[config.mk]
export PLATFORM = sky130hd
export DESIGN_NAME = olb_sq
export DESIGN_NICKNAME = d
export VERILOG_FILES = /design/src/rtl/olb_pkg.sv /design/src/rtl/olb_sq.sv
export SDC_FILE = /design/constraint.sdc
export NUM_CORES = 1
export LEC_CHECK = 0
export ABC_AREA = 1
export BUFFER_PORTS_ARGS = -buffer_cell sky130_fd_sc_hd__buf_4
export CAP_MARGIN = 0
export CORE_ASPECT_RATIO = 0.6
export CORE_MARGIN = 1.5
export CORE_UTILIZATION = 40
export DETAILED_ROUTE_END_ITERATION = 8
export GPL_TIMING_DRIVEN = 1
export PLACE_DENSITY = 0.61
export SYNTH_ARGS = -nofsm -noshare
export SYNTH_HDL_FRONTEND = slang
export SYNTH_SLANG_ARGS = --single-unit
[constraint.sdc]
create_clock -name clk -period 11.5 [get_ports clk]
set_input_delay 1.15 -clock clk [delete_from_list [all_inputs] [get_ports clk]]
set_output_delay 1.15 -clock clk [all_outputs]
set_load 0.02 [all_outputs]
[src/rtl/olb_pkg.sv]
// shared types and constants for the line break engine
`timescale 1ns / 1ps
package olb_pkg;

  // field widths
  localparam int WW        = 12;   // word width field
  localparam int SPW       = 12;   // space field
  localparam int MARK_W    = 4;
  localparam int CFG_W     = 12;
  localparam int PREV_W    = 14;
  localparam int COL_W     = 14;
  localparam int IDX_OUT_W = 11;
  localparam int COST_OUT_W = 48;
  localparam int CFG_IDX_W = 3;
  localparam int CFG_DATA_W = 14;

  // internal arithmetic widths
  localparam int WID_W  = 16;      // running line width
  localparam int DIFF_W = 17;      // signed width difference
  localparam int TEN_W  = 21;      // difference times ten
  localparam int SQ_W   = 40;      // square of that
  localparam int FIT_W  = 41;
  localparam int FIX_W  = 21;      // per-line fixed cost
  localparam int DIV_W  = 16;      // divider numerator and quotient
  localparam int DEN_W  = 13;      // divider denominator

  // mark bit positions
  localparam int MK_PAREN  = 0;
  localparam int MK_PERIOD = 1;
  localparam int MK_PUNCT  = 2;
  localparam int MK_FINAL  = 3;

  // cost constants
  localparam int C_LINE     = 4900;
  localparam int C_WIDOW    = 40000;
  localparam int C_ORPHAN   = 22500;
  localparam int C_SENTENCE = 2500;
  localparam int C_NOBREAK  = 360000;
  localparam int C_PAREN    = 1600;
  localparam int C_PUNCT    = 1600;

  // command codes
  localparam logic CMD_LOAD = 1'b0;
  localparam logic CMD_READ = 1'b1;

  // result status codes
  localparam logic [1:0] STAT_SUMMARY = 2'd0;
  localparam logic [1:0] STAT_LINE    = 2'd1;
  localparam logic [1:0] STAT_REJECT  = 2'd2;

  // configuration register indexes
  localparam logic [CFG_IDX_W-1:0] CFG_MAX_WIDTH  = 3'd0;
  localparam logic [CFG_IDX_W-1:0] CFG_GOAL_WIDTH = 3'd1;
  localparam logic [CFG_IDX_W-1:0] CFG_FIRST_IND  = 3'd2;
  localparam logic [CFG_IDX_W-1:0] CFG_OTHER_IND  = 3'd3;
  localparam logic [CFG_IDX_W-1:0] CFG_PREV_WIDTH = 3'd4;

  typedef struct packed {
    logic [MARK_W-1:0] mark;
    logic [SPW-1:0]    space;
    logic [WW-1:0]     width;
  } word_t;

  typedef struct packed {
    logic             start;
    logic [DIV_W-1:0] num;
    logic [DEN_W-1:0] den;
  } div_req_t;

  typedef struct packed {
    logic [1:0]            status;
    logic [IDX_OUT_W-1:0]  line_start;
    logic [IDX_OUT_W-1:0]  line_end;
    logic [COL_W-1:0]      line_columns;
    logic [IDX_OUT_W-1:0]  line_total;
    logic [COST_OUT_W-1:0] total_cost;
    logic                  final_line;
  } res_t;

endpackage

[src/rtl/olb_sq.sv]
// registered square of ten times a signed width difference
`timescale 1ns / 1ps
module olb_sq
  import olb_pkg::*;
(
  input  logic                     clk,
  input  logic signed [DIFF_W-1:0] d,
  output logic [SQ_W-1:0]          sq
);

  logic signed [TEN_W-1:0] t;
  logic [TEN_W-2:0]        mag;

  always_comb begin
    t   = (TEN_W'(d) <<< 3) + (TEN_W'(d) <<< 1);
    mag = t[TEN_W-1] ? (TEN_W-1)'(-t) : t[TEN_W-2:0];
  end

  always_ff @(posedge clk) begin
    sq <= mag * mag;
  end

endmodule

==> results.md <==
- Status: complete, no violations
- Mux cell area share after synthesis: 0
- Total gr overflow: 0
- Yosys warns: 0
- CTS tree: yes
- Mapped Cells: 1575
- Detail Placement HPWL: 29200 um
- Number of global-route vias before repair: 10200
- Critical path's slowest cell: fa_1
- EDFF count, synth: 0
- RePlAce Congestion: 0.933
- WL per Instance: 16.5 um
- Final setup vio count: 0
- Clock tree root driver cell: clkbuf_16
- Worst Path Buf+Inv: 6
- Synth Area in Compound Gates: 0.0445
- Min-Delay Endpoint: sq[2]
- Post-synth top area share: 0.383
- Router iterations before antenna repair: 7
- Post-route ant nets: 0
- Most common cell after layout, fill and taps aside: inv_1
- Fin crit period: 9.49 ns
- Setup TNS: 0 ns
- Chip Height: 143 um
- Max reg flops: 37
- Commonest non-fill, non-tap cells in the layout: inv_1 (405), fa_1 (249), nand2_1 (233)
- Vias: 9792
- Layout overhead on the synthesized area: 7.26%
- Largest Register: sq
- Antenna violations before repair: 0
- Post-synthesis xor/xnor area fraction: 0.0309
- Relative slew slack: 0.395
- Critical Path AT: 9.69 ns
- Die X: 236 um
- Cell area after synthesis: 13000 um2
- Primary FF master, synth: dfxtp_1
- Via-per-instance ratio: 4.82
- Drt total wl: 33600 um
- Post-Synth Adder-Cell Area: 0.550
- H-tree levels: 2
- Syn avg cell area: 8.26 um2
- RSZ-0062 raised after global routing: false
- CP top delay family: adder cells
- Sink Count: 37
- Highest clock rate: 0.105 GHz
- Hold Buf Count CTS: 0
- Synth top area cells: fa_1 (38%), ha_1 (17%), inv_1 (12%), nand2_1 (6.7%), dfxtp_1 (5.7%)
- Cell variety after synth: 47
- Initial Utilization: 0.412
- Worst path required time: 11.70 ns
- Die footprint: 33600 um2
- Measured slew at the worst slew-check pin: 0.901 ns
- PortBufs: 54
- Synth Area in Simple Gates: 0.181
- Total Routing Usage GR: 0.216
- Setup CP Type: in -> reg
- Post-CTS Resized: 0
- Main combinational cell family by area after synthesis: adder cells
- Seq/Total Area, Yosys: 0.0570
- Clock-pin slew of the registers on the worst-case setup and hold paths: 0.09 ns
- Layout net count: 2055
- First-pass GRT wire length: 55900 um
- Clk buf depth: 2
- ANT cells: 0
- Setup repair bufs after CTS: 0
- Min-delay src: d[0]
- Starting DRT DRC Count: 650
- Largest net degree at the start of global routing: 25
- Row cnt: 50
- IO Count: 58
- Regs by FF count: sq (37)
- Core Region: 31600 um2
- Layout cell share with drive strength beyond 1: 0.101
- Final hold violations: 0
- Peak per-stage delay on the critical path: 0.54 ns
- Maxcap violations: 0
- Post-synth ARST share: 0
- Max FO, Critical Path: 13
- Final Max Slew Viols: 0
- CTS Buf Count: 5
- Critical path capture point type: flop
- Startpoint Class: input port
- Hold crit path type: in -> reg
- CP most frequent cell: nand2_1
- DRC Markers: 0
- Period utilization: 0.825
- Hold depth: 1
- Leading area contributor after synthesis: fa_1
- Synth Register Bits: 37
## final cells by class
class / instances / area [um2]
Fill cell: 3131 / 17600
Multi-Input combinational cell: 1086 / 10500
Inverter: 429 / 1620
Sequential cell: 37 / 741
Tap cell: 416 / 520
Timing Repair Buffer: 56 / 420
Clock buffer: 5 / 125
Clock inverter: 3 / 21.3
## worst max-delay path by stage
stage	from	cells after the start	slack, ns	endpoint
2_1_floorplan	d[0]	37	3.14	sq[38]
3_3_place_gp	d[0]	36	1.87	sq[29]
3_5_place_dp	d[0]	37	1.76	sq[29]
4_1_cts	d[0]	37	2.08	sq[29]
5_1_grt	d[0]	37	1.31	sq[29]
6_report	d[0]	39	2.01	sq[34]
## synth_stat cells, drive strengths merged (4+ instances only)
library cell / n
inv: 427
nand2: 269
fa: 249
nor2: 175
ha: 173
a21oi: 49
nand3: 48
dfxtp: 37
xor2: 33
o21ai: 19
buf: 15
xnor2: 12
clkbuf: 10
a31oi: 9
nand4: 9
o21bai: 8
nor3: 5
o21a: 5
or2: 4
## per-stage QoR
| step | hold WS, ns | utilization | instances | instance area, um2 | setup slack [ns] |
|---|---|---|---|---|---|
| 6_report | 0.958 | 0.442 | 2032 | 13900 | 2.01 |
| 5_1_grt | 0.954 | 0.442 | 2032 | 13900 | 1.31 |
| 4_1_cts | 0.955 | 0.442 | 2032 | 13900 | 2.08 |
| 3_5_place_dp | 1.30 | 0.437 | 2024 | 13800 | 1.76 |
| 3_3_place_gp | 1.29 | 0.437 | 2024 | 13800 | 1.87 |
| 2_1_floorplan | 1.18 | - | 1577 | 13000 | 3.14 |
## logic make-up (layout without fill, tap and decap cells)
| group | after synthesis | in the layout |
|---|---|---|
| xor gates and xnor gates | 45 | 45 |
| DFF | 37 | 37 |
| buffers and inverters | 454 | 493 |
| other | 1 | 3 |
| AOI/OAI and AO/OA | 99 | 99 |
| adders and majority gates | 422 | 422 |
| and+or+nand+nor | 517 | 517 |
## routing by layer
layer / track usage / up-vias / wire, um
li1: - / 4738 / -
met1: 0.334 / 4702 / 17200
met2: 0.282 / 333 / 12200
met3: 0.0891 / 19 / 3980
met4: 0.0204 / 0 / 189
met5: 0 / - / 0
Power is not shown: default switching activity piles up to over one toggle a cycle in this logic, so the estimate is an artifact.
