$ cat src/rtl/olb_pkg.sv
// shared types and constants for the line break engine
`timescale 1ns / 1ps
package olb_pkg;

  // field widths
  localparam int WW        = 12;   // word width field
  localparam int SPW       = 12;   // space field
  localparam int MARK_W    = 4;
  localparam int CFG_W     = 12;
  localparam int PREV_W    = 14;
  localparam int COL_W     = 14;
  localparam int IDX_OUT_W = 11;
  localparam int COST_OUT_W = 48;
  localparam int CFG_IDX_W = 3;
  localparam int CFG_DATA_W = 14;

  // internal arithmetic widths
  localparam int WID_W  = 16;      // running line width
  localparam int DIFF_W = 17;      // signed width difference
  localparam int TEN_W  = 21;      // difference times ten
  localparam int SQ_W   = 40;      // square of that
  localparam int FIT_W  = 41;
  localparam int FIX_W  = 21;      // per-line fixed cost
  localparam int DIV_W  = 16;      // divider numerator and quotient
  localparam int DEN_W  = 13;      // divider denominator

  // mark bit positions
  localparam int MK_PAREN  = 0;
  localparam int MK_PERIOD = 1;
  localparam int MK_PUNCT  = 2;
  localparam int MK_FINAL  = 3;

  // cost constants
  localparam int C_LINE     = 4900;
  localparam int C_WIDOW    = 40000;
  localparam int C_ORPHAN   = 22500;
  localparam int C_SENTENCE = 2500;
  localparam int C_NOBREAK  = 360000;
  localparam int C_PAREN    = 1600;
  localparam int C_PUNCT    = 1600;

  // command codes
  localparam logic CMD_LOAD = 1'b0;
  localparam logic CMD_READ = 1'b1;

  // result status codes
  localparam logic [1:0] STAT_SUMMARY = 2'd0;
  localparam logic [1:0] STAT_LINE    = 2'd1;
  localparam logic [1:0] STAT_REJECT  = 2'd2;

  // configuration register indexes
  localparam logic [CFG_IDX_W-1:0] CFG_MAX_WIDTH  = 3'd0;
  localparam logic [CFG_IDX_W-1:0] CFG_GOAL_WIDTH = 3'd1;
  localparam logic [CFG_IDX_W-1:0] CFG_FIRST_IND  = 3'd2;
  localparam logic [CFG_IDX_W-1:0] CFG_OTHER_IND  = 3'd3;
  localparam logic [CFG_IDX_W-1:0] CFG_PREV_WIDTH = 3'd4;

  typedef struct packed {
    logic [MARK_W-1:0] mark;
    logic [SPW-1:0]    space;
    logic [WW-1:0]     width;
  } word_t;

  typedef struct packed {
    logic             start;
    logic [DIV_W-1:0] num;
    logic [DEN_W-1:0] den;
  } div_req_t;

  typedef struct packed {
    logic [1:0]            status;
    logic [IDX_OUT_W-1:0]  line_start;
    logic [IDX_OUT_W-1:0]  line_end;
    logic [COL_W-1:0]      line_columns;
    logic [IDX_OUT_W-1:0]  line_total;
    logic [COST_OUT_W-1:0] total_cost;
    logic                  final_line;
  } res_t;

endpackage

$ cat src/rtl/olb_div.sv
// restoring divider, one quotient bit per cycle
`timescale 1ns / 1ps
module olb_div
  import olb_pkg::*;
(
  input  logic             clk,
  input  logic             rst,
  input  div_req_t         req,
  output logic             busy,
  output logic [DIV_W-1:0] quot
);

  localparam int CNT_W = $clog2(DIV_W);

  logic [CNT_W-1:0] cnt;
  logic [DEN_W-1:0] rem;
  logic [DEN_W-1:0] den;
  logic [DEN_W:0]   trial;

  assign trial = {rem, quot[DIV_W-1]};

  always_ff @(posedge clk) begin
    if (rst) begin
      busy <= 1'b0;
      cnt  <= '0;
    end else if (req.start) begin
      busy <= 1'b1;
      cnt  <= '0;
      rem  <= '0;
      den  <= req.den;
      quot <= req.num;
    end else if (busy) begin
      cnt <= cnt + 1'b1;
      if (cnt == CNT_W'(DIV_W - 1)) begin
        busy <= 1'b0;
      end
      if (trial >= {1'b0, den}) begin
        rem  <= DEN_W'(trial - {1'b0, den});
        quot <= {quot[DIV_W-2:0], 1'b1};
      end else begin
        rem  <= trial[DEN_W-1:0];
        quot <= {quot[DIV_W-2:0], 1'b0};
      end
    end
  end

endmodule

$ cat config.mk
export PLATFORM = sky130hd
export DESIGN_NAME = olb_div
export DESIGN_NICKNAME = d
export VERILOG_FILES = /design/src/rtl/olb_pkg.sv /design/src/rtl/olb_div.sv
export SDC_FILE = /design/constraint.sdc
export NUM_CORES = 1
export LEC_CHECK = 0
export ABC_CLOCK_PERIOD_IN_PS = 3800
export BUFFER_PORTS_ARGS = -buffer_cell sky130_fd_sc_hd__clkbuf_2
export CAP_MARGIN = 25
export CORE_MARGIN = 3
export CORE_UTILIZATION = 55
export CTS_CLUSTER_SIZE = 16
export DETAILED_ROUTE_END_ITERATION = 10
export PLACE_DENSITY = 0.79
export SYNTH_ARGS = -nofsm -noshare
export SYNTH_HDL_FRONTEND = slang
export SYNTH_SLANG_ARGS = --single-unit
$ cat constraint.sdc
create_clock -name clk -period 3.8 [get_ports clk]
set_clock_uncertainty 0.1 [all_clocks]
set_input_delay 0.57 -clock clk [delete_from_list [all_inputs] [get_ports clk]]
set_output_delay 0.57 -clock clk [all_outputs]
set_load 0.01 [all_outputs]
==> results.md, run 1 <==
- Register area share after synthesis: 53.0%
- Final TNS setup: 0 ps
- Clock-pin slew on the worst setup and hold paths: around 90 ps
- Synth Instances: 212
- Row cnt: 24
- Fin nets: between 300 and 400
- Slew Viols, Final: 0
- Post-CTS sizing: 0
- Syn nets: 259
- Peak supply drop: about 0.00027 V
- ANT nets after route: 0
- Buffers plus inverters on the worst setup path: 2
- Placed wire-length estimate: roughly 3.4 mm
- Setup bufs post-CTS: 0
- Power Internal: around 0.94 mW
- Buffers on Ports: 48
- Switching Share: roughly 28%
- Detailed-route vias per instance: 5.50
- Via Count: between 1500 and 2000
- Fmax: about 370 MHz
- Crit-path max FO: 16
- Kind of start point of the critical path: register
- First-pass GRT wire length: approximately 7.3 mm
- Worst endpoint required time: between 3000 and 4000 ps
- Slowest CP cell: edfxtp_1
- Htree depth: 2
- Critical path's top delay family: compound AO/OA/AOI/OAI gates
- Rel. slew slack: between 60% and 70%
- Routability cong.: 0.825
- Most frequent cell after synthesis: edfxtp_1
- Post-synth ARST share: 0%
- Layout cells sized above 1: approximately 33%
- RSZ-0062 raised after global routing: no
- Max_cap viols: 0
- # DRC: 0
- Sw power: 0.360 mW
- Combinational share of power: a little under a quarter
- Main synth FF type: edfxtp_1
- Multi-input logic area: approximately 0.0011 mm²
- Post-Route WL: 4.61 mm
- WHS Path Cells: 1
- Initial Util: 57.8%
- Pleak: ~1.3 nW
- I/O pin count: a little under 50
- Most frequent cells after synthesis: edfxtp_1 (42), nor2_1 (23), inv_1 (16), mux2_2 (16), ha_1 (14)
- Clk sink count: between 40 and 50
- Clk buf depth: 2
- Die Wd: about 74 µm
- Storage element area: between 0.001 and 0.0015 mm²
- Netlist cell types: 43
- Mapped Area: 0.00257 mm²
- Synth area leaders: edfxtp_1 (49%), mux2_2 (7.0%), ha_1 (6.8%)
- Area delta synth->final: 15.8%
- Clk pwr share: 27.9%
- Fillers: between 300 and 400
- Cts bufs inserted: 5
- Final setup vio count: 0
- Initial antenna violation count: 0
- Share of the synthesized area in the top cell type: approximately half
- Vert. Die Dim: about 74 µm
- CP Cell Sequence: inv_1 > ha_1 > inv_1 > fa_1 > a211oi_2 > o21ai_2 > o211ai_4 > nand2_4 > mux2_2
- Yosys reg bits: 47
- Worst Path Arrival: 2690 ps
- Length of the first detailed-routing pass in iterations: 4
- Worst-margin pin slew: 539 ps
- Sequential Power Share: around 49%
- Minimum clock period: 2730 ps
- Syn avg cell area: between 10 and 15 µm²
- Pwr dens: 437 mW/mm²
- GRT Total Usage: between 10% and 20%
- Gr ovfl total: 0
- Synth warn: 0
- Worst hold path type: in2reg
- Core area: about 0.0044 mm²
- Power, Total: around 1.3 mW
- WL per Instance: 14.5 µm
- Critical path depth in cells: 9
- Antenna diodes: 0
- Fin crit share: between 70% and 80%
- Post-synth EDFFs: 42
- FF-to-FF path depth: 9
- Endpoints failing hold: 0
- Crit-path max cell delay: 420 ps
- Clock Latency Late Sink: 300 ps
- Root Driver: clkbuf_8
- Initial DRC Count: 131
- Largest net degree at the start of global routing: 32
- CTS tree: done
- Worst Setup End Kind: register
- # hold bufs at CTS: 0
- Number of global-route vias before repair: 1625
- CP dominant cell by count: inv_1
- Kind of critical path: reg2reg
- Die area: around 0.0055 mm²
- Outcome: finished, final reports clean
- Largest area contributor in the netlist: edfxtp_1
-- power by group through the flow --
stage	combinational, mW	sequential (mW)	clock (mW)
after floorplan	0.231	0.645	0
after global placement	0.297	0.642	0
after global routing	0.342	0.635	0.395
after detailed placement	0.303	0.643	0
after CTS	0.306	0.631	0.374
final	0.305	0.631	0.362
-- path summary, 6_finish.rpt --
check | from | end | slack (ps)
setup / recovery | quot[15]$_DFFE_PP_ | quot[0]$_DFFE_PP_ | 1070
hold / removal | req[0] | den[0]$_DFFE_PP_ | 330
setup reg to reg | quot[15]$_DFFE_PP_ | quot[0]$_DFFE_PP_ | 1070
hold reg to reg | cnt[0]$_SDFFE_PP0P_ | cnt[0]$_SDFFE_PP0P_ | 460
-- cells by family (layout without fill, tap and decap cells) --
kind of cell	Yosys count	count (layout)	synth area share (%)
and+or+nand+nor	63	63	11.7
DFF	47	47	53.0
AOI/OAI and AO/OA	33	33	10.6
muxes	23	23	9.75
buffers and inverters	21	75	3.95
adders and majority gates	15	15	7.60
xor gates and xnor gates	10	10	3.41
-- per-layer routing --
layer | GRT usage [%] | part of all wire (%) | routed length [µm]
met2 | 28.6 | 52 | 2390
met1 | 23.1 | 43 | 1970
met4 | 6.13 | 1.5 | 68
met5 | 0 | 0 | 0
met3 | 4.46 | 3.9 | 178
-- registers in the layout, indices dropped and copies added (netlist names) --
signal / count
den: 13
quot: 16
cnt: 4
rem: 13
busy: 1
-- stage by stage --
step | util (%) | hold WS [ps] | worst slack (ps) | std cells | area (µm²)
2_1_floorplan | - | 409 | 913 | 212 | 2570
3_3_place_gp | 64.3 | 429 | 1150 | 310 | 2860
3_5_place_dp | 64.3 | 442 | 1080 | 310 | 2860
4_1_cts | 66.9 | 323 | 1070 | 318 | 2970
5_1_grt | 66.9 | 315 | 919 | 318 | 2970
6_report | 66.9 | 335 | 1070 | 318 | 2970
-- worst reg2reg max path: stages, from the launching register on --
cell and delay, ps:
edfxtp_1 420, inv_1 80, ha_1 160, inv_1 60
fa_1 420, a211oi_2 310, o21ai_2 140, o211ai_4 290
nand2_4 210, mux2_2 310
-- final cells by class --
class	count	area share, %
Sequential cell	47	45.8
Multi-Input combinational cell	144	37.2
Timing Repair Buffer	51	8.84
Clock buffer	7	3.62
Tap cell	52	2.19
Inverter	16	2.02
Clock inverter	1	0.295
-- placed cells by master (no fill, tap or decap), types with 4 or more instances in the layout --
| cell | count |
|---|---|
| mux2_2 | 16 |
| ha_1 | 14 |
| nor3_1 | 9 |
| nand3_1 | 9 |
| dfxtp_1 | 5 |
| a211oi_2 | 4 |
| a21oi_1 | 10 |
| xnor2_1 | 7 |
| clkbuf_2 | 48 |
| nand2_1 | 10 |
| nor2_1 | 22 |
| mux2i_1 | 7 |
| edfxtp_1 | 42 |
| inv_1 | 16 |
| clkbuf_8 | 6 |
Power figures use the tool's default switching activity.
==> run 2, diff against run 1 <==
--- a/config.mk
+++ b/config.mk
@@ -5,7 +5,7 @@
 export SDC_FILE = /design/constraint.sdc
 export NUM_CORES = 1
 export LEC_CHECK = 0
-export ABC_CLOCK_PERIOD_IN_PS = 3800
+export ABC_CLOCK_PERIOD_IN_PS = 2600
 export BUFFER_PORTS_ARGS = -buffer_cell sky130_fd_sc_hd__clkbuf_2
 export CAP_MARGIN = 25
 export CORE_MARGIN = 3
==> constraint.sdc (replaced) <==
create_clock -name clk -period 2.6 [get_ports clk]
set_clock_uncertainty 0.1 [all_clocks]
set_input_delay 0.39 -clock clk [delete_from_list [all_inputs] [get_ports clk]]
set_output_delay 0.39 -clock clk [all_outputs]
set_load 0.01 [all_outputs]
==> run 2 against run 1 <==
Net effect: die area unchanged; total power grew 43%; via count rose by 5.4%; worst setup slack worse by 1000 ps; critical endpoint unchanged; design area increased by 3.0%; sequential share of layout area shrank 1.3 points; global-route usage rose by 2.0 points; core utilization grew 2.0 points; register-to-register slack got worse by 1000 ps; sequential cell count unchanged; largest power group unchanged.
==> results.md, run 2 (synthesis gave the netlist of run 1 again) <==
- Endpoints failing hold: 0
- Clk sink count: between 40 and 50
- Biggest register: quot
- Largest net degree at the start of global routing: 19
- Fin nets: ~320
- WL per Instance: 15.8 µm
- Slew Viols, Final: 0
- Regs by FF count: quot (16), den (13), rem (13)
- Crit-path max FO: 8
- Length of the first detailed-routing pass in iterations: 4
- Initial antenna violation count: 0
- Slowest CP cell: edfxtp_1
- Gr ovfl total: 0
- # DRC: 0
- Fmax: between 300 and 400 MHz
- Crit-path max cell delay: 440 ps
- Final Instance Area: around 0.0031 mm²
- Initial Util: 57.8%
- Antenna diodes: 0
- ANT nets after route: 0
- Cts bufs inserted: 5
- I/O pin count: approximately 50
- Final setup vio count: 0
- Placed Area: a little under 0.003 mm²
- Peak supply drop: around 0.00037 V
- Pleak: roughly 1.3 nW
- Number of global-route vias before repair: roughly 1800
- Rel. slew slack: about 73%
- Via Count: 1843
- Fillers: between 300 and 400
- Layout cells sized above 1: 36.1%
- Clk buf depth: 2
- Root Driver: clkbuf_8
- Largest register FFs: 16
- Kind of critical path: reg2reg
- Die area: about 0.0055 mm²
- Worst endpoint required time: 2560 ps
- Worst Path Arrival: roughly 2500 ps
- CTS tree: done
- Outcome: finished, final reports clean
- Worst Hold Slack: about 150 ps
- Kind of start point of the critical path: register
- Fin crit share: 97.3%
- Core area: roughly 0.0044 mm²
- CP Cell Sequence: inv_2 > ha_4 > inv_1 > fa_2 > a211oi_4 > o21ai_2 > o211ai_4 > nand2_8 > mux2_2
- Placed wire-length estimate: between 3 and 4 mm
- Worst Setup End Kind: register
- Pwr dens: around 610 mW/mm²
- GRT Total Usage: 19.7%
- Setup WS pre-CTS: -6.96 ps
- Most common cell after layout, fill and taps aside: clkbuf_2
- Final worst slack: approximately 71 ps
- Buffers on Ports: 48
- Initial DRC Count: 73
- Htree depth: 2
- Routability cong.: a little over 0.8
- Die Wd: ~74 µm
- Max_cap viols: 0
- Clock Latency Late Sink: ~310 ps
- Post-Route WL: around 5.2 mm
- Worst hold path type: in2reg
- Detailed-route vias per instance: about 5.6
- Minimum clock period: approximately 2500 ps
- First-pass GRT wire length: a little over 8 mm
- Worst-margin pin slew: around 410 ps
- Row cnt: 24
- Vert. Die Dim: between 70 and 80 µm
- Area delta synth->final: 19.3%
- Commonest non-fill, non-tap cells in the layout: clkbuf_2 (48), edfxtp_1 (42), nor2_1 (22)
- Clock-pin slew on the worst setup and hold paths: about 90 ps
==> run 2: path summary, 6_finish.rpt <==
check | slack, ps | depth (start not counted) | from | endpoint
setup / recovery | 70 | 9 | quot[15]$_DFFE_PP_ | quot[0]$_DFFE_PP_
hold / removal | 150 | 1 | req[12] | den[12]$_DFFE_PP_
setup reg to reg | 70 | 9 | quot[15]$_DFFE_PP_ | quot[0]$_DFFE_PP_
hold reg to reg | 460 | 2 | cnt[0]$_SDFFE_PP0P_ | cnt[0]$_SDFFE_PP0P_
==> run 2: critical path: cells and delay by family (launching register included) <==
kind / cells / cell delay [ps]
AO/OA/AOI/OAI: 3 / 670
adder cells (fa/ha/maj): 2 / 510
buffers and inverters: 2 / 150
flip-flops: 1 / 440
multiplexers: 1 / 270
AND/OR/NAND/NOR: 1 / 130
==> run 2: timing repair <==
action,in CTS,in global routing
endpoints found under the setup margin,3,14
gates cloned,0,1
pin swaps,3,6
hold buffers,0,0
buffers inserted,1,4
gates resized for setup,2,4
==> run 2: routing by layer <==
| metal | up-vias | wire length, µm | GRT usage (%) | share of wire, % |
|---|---|---|---|---|
| met4 | 0 | 93 | 8.30 | 1.8 |
| met5 | - | 0 | 0 | 0 |
| met2 | 48 | 2780 | 34.6 | 53 |
| li1 | 916 | - | - | - |
| met3 | 8 | 191 | 4.32 | 3.7 |
| met1 | 871 | 2140 | 23.2 | 41 |
==> run 2: report_power, final <==
group | internal [mW] | switching [mW] | total (mW) | leakage (nW)
sequential | 0.895 | 0.0286 | 0.923 | 0.442
clock | 0.188 | 0.252 | 0.439 | 0.0418
combinational | 0.225 | 0.266 | 0.491 | 0.809
==> run 2: stage by stage <==
step,cells,TNS (ps),util (%),total power [mW]
6_report,329,0,68.9,1.85
5_1_grt,329,-68.6,68.9,1.96
4_1_cts,324,0,67.5,1.84
3_5_place_dp,315,-7.11,65.1,1.39
3_3_place_gp,315,0,65.1,1.38
2_1_floorplan,212,0,-,1.28
==> run 2: cell type report <==
type                       count  area, µm²  area share, %
tap                           52       65.1           2.12
sequential                    47       1360           44.4
inverter                      16       60.1           1.96
timing repair buffer          61        338           11.0
clock inverter                 3       20.0          0.654
clock buffer                   5       68.8           2.25
multi-input combinational    145       1150           37.5
==> run 3, diff against run 2 <==
--- a/config.mk
+++ b/config.mk
@@ -6,13 +6,13 @@
 export NUM_CORES = 1
 export LEC_CHECK = 0
 export ABC_CLOCK_PERIOD_IN_PS = 2600
-export BUFFER_PORTS_ARGS = -buffer_cell sky130_fd_sc_hd__clkbuf_2
+export BUFFER_PORTS_ARGS = -buffer_cell sky130_fd_sc_hd__buf_2
 export CAP_MARGIN = 25
 export CORE_MARGIN = 3
-export CORE_UTILIZATION = 55
+export CORE_UTILIZATION = 50
 export CTS_CLUSTER_SIZE = 16
 export DETAILED_ROUTE_END_ITERATION = 10
-export PLACE_DENSITY = 0.79
+export PLACE_DENSITY = 0.73
 export SYNTH_ARGS = -nofsm -noshare
 export SYNTH_HDL_FRONTEND = slang
 export SYNTH_SLANG_ARGS = --single-unit
==> run 3 against run 2 <==
Net effect: sequential share of layout area decreased by 0.091 points; critical endpoint is now rem[11]$_SDFFCE_PP0P_; largest cell class unchanged; via count decreased by 2.9%; non-clock buffer count decreased by 2; count of clock-buffer cells in the layout increased by 2.
==> results.md, run 3 (synthesis gave the netlist of run 1 again) <==
- Outcome: finished, final reports clean
- Worst Min Path Start: req[12]
- Max_cap viols: 0
- Clk pwr share: about a quarter
- Length of the first detailed-routing pass in iterations: 4
- Clk buf depth: 2
- Area delta synth->final: 19.5%
- Final worst slack: roughly 26 ps
- Clock-pin slew on the worst setup and hold paths: about 90 ps
- Uppermost layer routed: met4
- Minimum clock period: 2570 ps
- WL per Instance: ~15 µm
- Biggest register: quot
- Most common cell after layout, fill and taps aside: buf_2
- RSZ-0062 raised after global routing: yes
- Switching Share: 28.5%
- Final setup vio count: 0
- Fillers: 389
- Initial antenna violation count: 0
- Cts bufs inserted: 5
- First-pass GRT wire length: 8.14 mm
- Pleak: 1.28 nW
- Regs by FF count: quot (16), den (13), rem (13)
- Root Driver: clkbuf_8
- Clk sink count: 47
- Critical R2R Launch: quot[15]$_DFFE_PP_
- Die Wd: just under 80 µm
- Worst-margin pin slew: 440 ps
- Layout cells sized above 1: a little over a third
- Endpoints failing hold: 0
- GRT Total Usage: 17.0%
- Initial DRC Count: 53
- Fmax: between 300 and 400 MHz
- Sequential Power Share: about half
- Fin crit share: roughly 100%
- Worst Path Arrival: roughly 2500 ps
- Peak supply drop: around 0.00033 V
- Slew Viols, Final: 0
- CTS tree: done
- Largest net degree at the start of global routing: 23
- ANT nets after route: 0
- Routability cong.: 0.839
- Placed wire-length estimate: ~3.6 mm
- Worst hold path type: in2reg
- Initial Util: 53.0%
- Worst reg-to-reg setup slack: between 20 and 30 ps
- Setup WS pre-CTS: roughly 6.9 ps
- M1 WL: 2.18 mm
- Reg-to-reg endpoint: rem[11]$_SDFFCE_PP0P_
- Routed wl met3: ~170 µm
- Htree depth: 2
- Power, Total: 1.91 mW
- Row cnt: 25
- Detailed-route vias per instance: between 5 and 6
- Rel. slew slack: 70.7%
- Antenna diodes: 0
- Crit-path max FO: 8
- Gr ovfl total: 0
- Commonest non-fill, non-tap cells in the layout: buf_2 (48), edfxtp_1 (42), nor2_1 (22)
- Sw power: 0.544 mW
- Met2 routed WL: roughly 2.6 mm
- Pwr dens: around 620 mW/mm²
- Largest register FFs: 16
- Combinational share of power: around 26%
- Kind of start point of the critical path: register
- Worst Setup End Kind: register
- Die area: around 0.0060 mm²
- Post-Route WL: about 5.0 mm
- I/O pin count: between 40 and 50
- Vert. Die Dim: between 70 and 80 µm
- Power Internal: ~1.4 mW
- Core area: between 0.004 and 0.005 mm²
- Hold Path Sink: den[12]$_DFFE_PP_
- Via Count: 1789
- Number of global-route vias before repair: ~1800
- FF-to-FF path depth: 10
- Clock Latency Late Sink: roughly 300 ps
- Worst endpoint required time: between 2000 and 3000 ps
- # DRC: 0
- Buffers on Ports: 48
- WHS Path Cells: 1
- Fin nets: about 320
- Kind of critical path: reg2reg
-- run 3: cell count changes in the layout (fill, tap and decap cells not counted), sizes merged --
cell    change
buf        +46
clkbuf     -46
clkinv      -2
-- run 3: cell type report --
| cell class | instances | area (µm²) | share of cell area [%] |
|---|---|---|---|
| clock buffers | 7 | 97.6 | 3.18 |
| inverters | 16 | 60.1 | 1.96 |
| flip-flops and latches | 47 | 1360 | 44.4 |
| well taps | 67 | 83.8 | 2.73 |
| clock inverters | 1 | 7.51 | 0.245 |
| multi-input cells | 145 | 1140 | 37.0 |
| repair buffers | 59 | 323 | 10.5 |
-- run 3: how the worst max path moves through the flow --
stage / from / end / slack [ps]
final: quot[15]$_DFFE_PP_ / rem[11]$_SDFFCE_PP0P_ / 30
after floorplan: quot[15]$_DFFE_PP_ / quot[0]$_DFFE_PP_ / 0.7
after CTS: quot[15]$_DFFE_PP_ / quot[0]$_DFFE_PP_ / 2
after global placement: quot[15]$_DFFE_PP_ / quot[0]$_DFFE_PP_ / 110
after detailed placement: quot[15]$_DFFE_PP_ / quot[0]$_DFFE_PP_ / 7
after global routing: quot[15]$_DFFE_PP_ / rem[5]$_SDFFCE_PP0P_ / -80
-- run 3: power groups by stage --
| stage | Clock (mW) | Combinational, mW | Sequential (mW) |
|---|---|---|---|
| 6_report | 0.500 | 0.486 | 0.922 |
| 5_1_grt | 0.536 | 0.542 | 0.929 |
| 4_1_cts | 0.511 | 0.463 | 0.921 |
| 3_5_place_dp | 0 | 0.456 | 0.939 |
| 3_3_place_gp | 0 | 0.445 | 0.937 |
| 2_1_floorplan | 0 | 0.338 | 0.942 |
-- run 3: routing by layer --
layer	vias up	track usage (%)
met4	0	4.09
met5	-	0
met1	850	22.0
li1	906	-
met2	28	29.0
met3	5	3.83
-- run 3: metrics by stage --
step | hold slack (ps) | area (µm²) | utilization [%] | instances | setup TNS [ps]
after floorplan | 367 | 2570 | - | 212 | 0
after CTS | 144 | 3020 | 62.3 | 337 | 0
after detailed placement | 436 | 2910 | 59.9 | 329 | 0
after global routing | 141 | 3070 | 63.3 | 342 | -788
after global placement | 427 | 2910 | 59.9 | 329 | 0
final | 154 | 3070 | 63.3 | 342 | 0
-- run 3: critical path, cell delays in order (launching register included) --
cell      delay [ps]
edfxtp_1         410
inv_1             80
ha_2             180
inv_2             40
fa_2             370
a211oi_2         280
o21ai_2          130
o211ai_4         320
nand2_4          160
or3b_1           200
a31oi_1           60
-- run 3: timing repair --
item | 4_1_cts | 5_1_grt
setup endpoints to repair | 1 | 13
resized for setup | 1 | 4
hold buffers | 0 | 0
pin swaps | 0 | 5
setup buffers | 0 | 4
cloned | 0 | 1
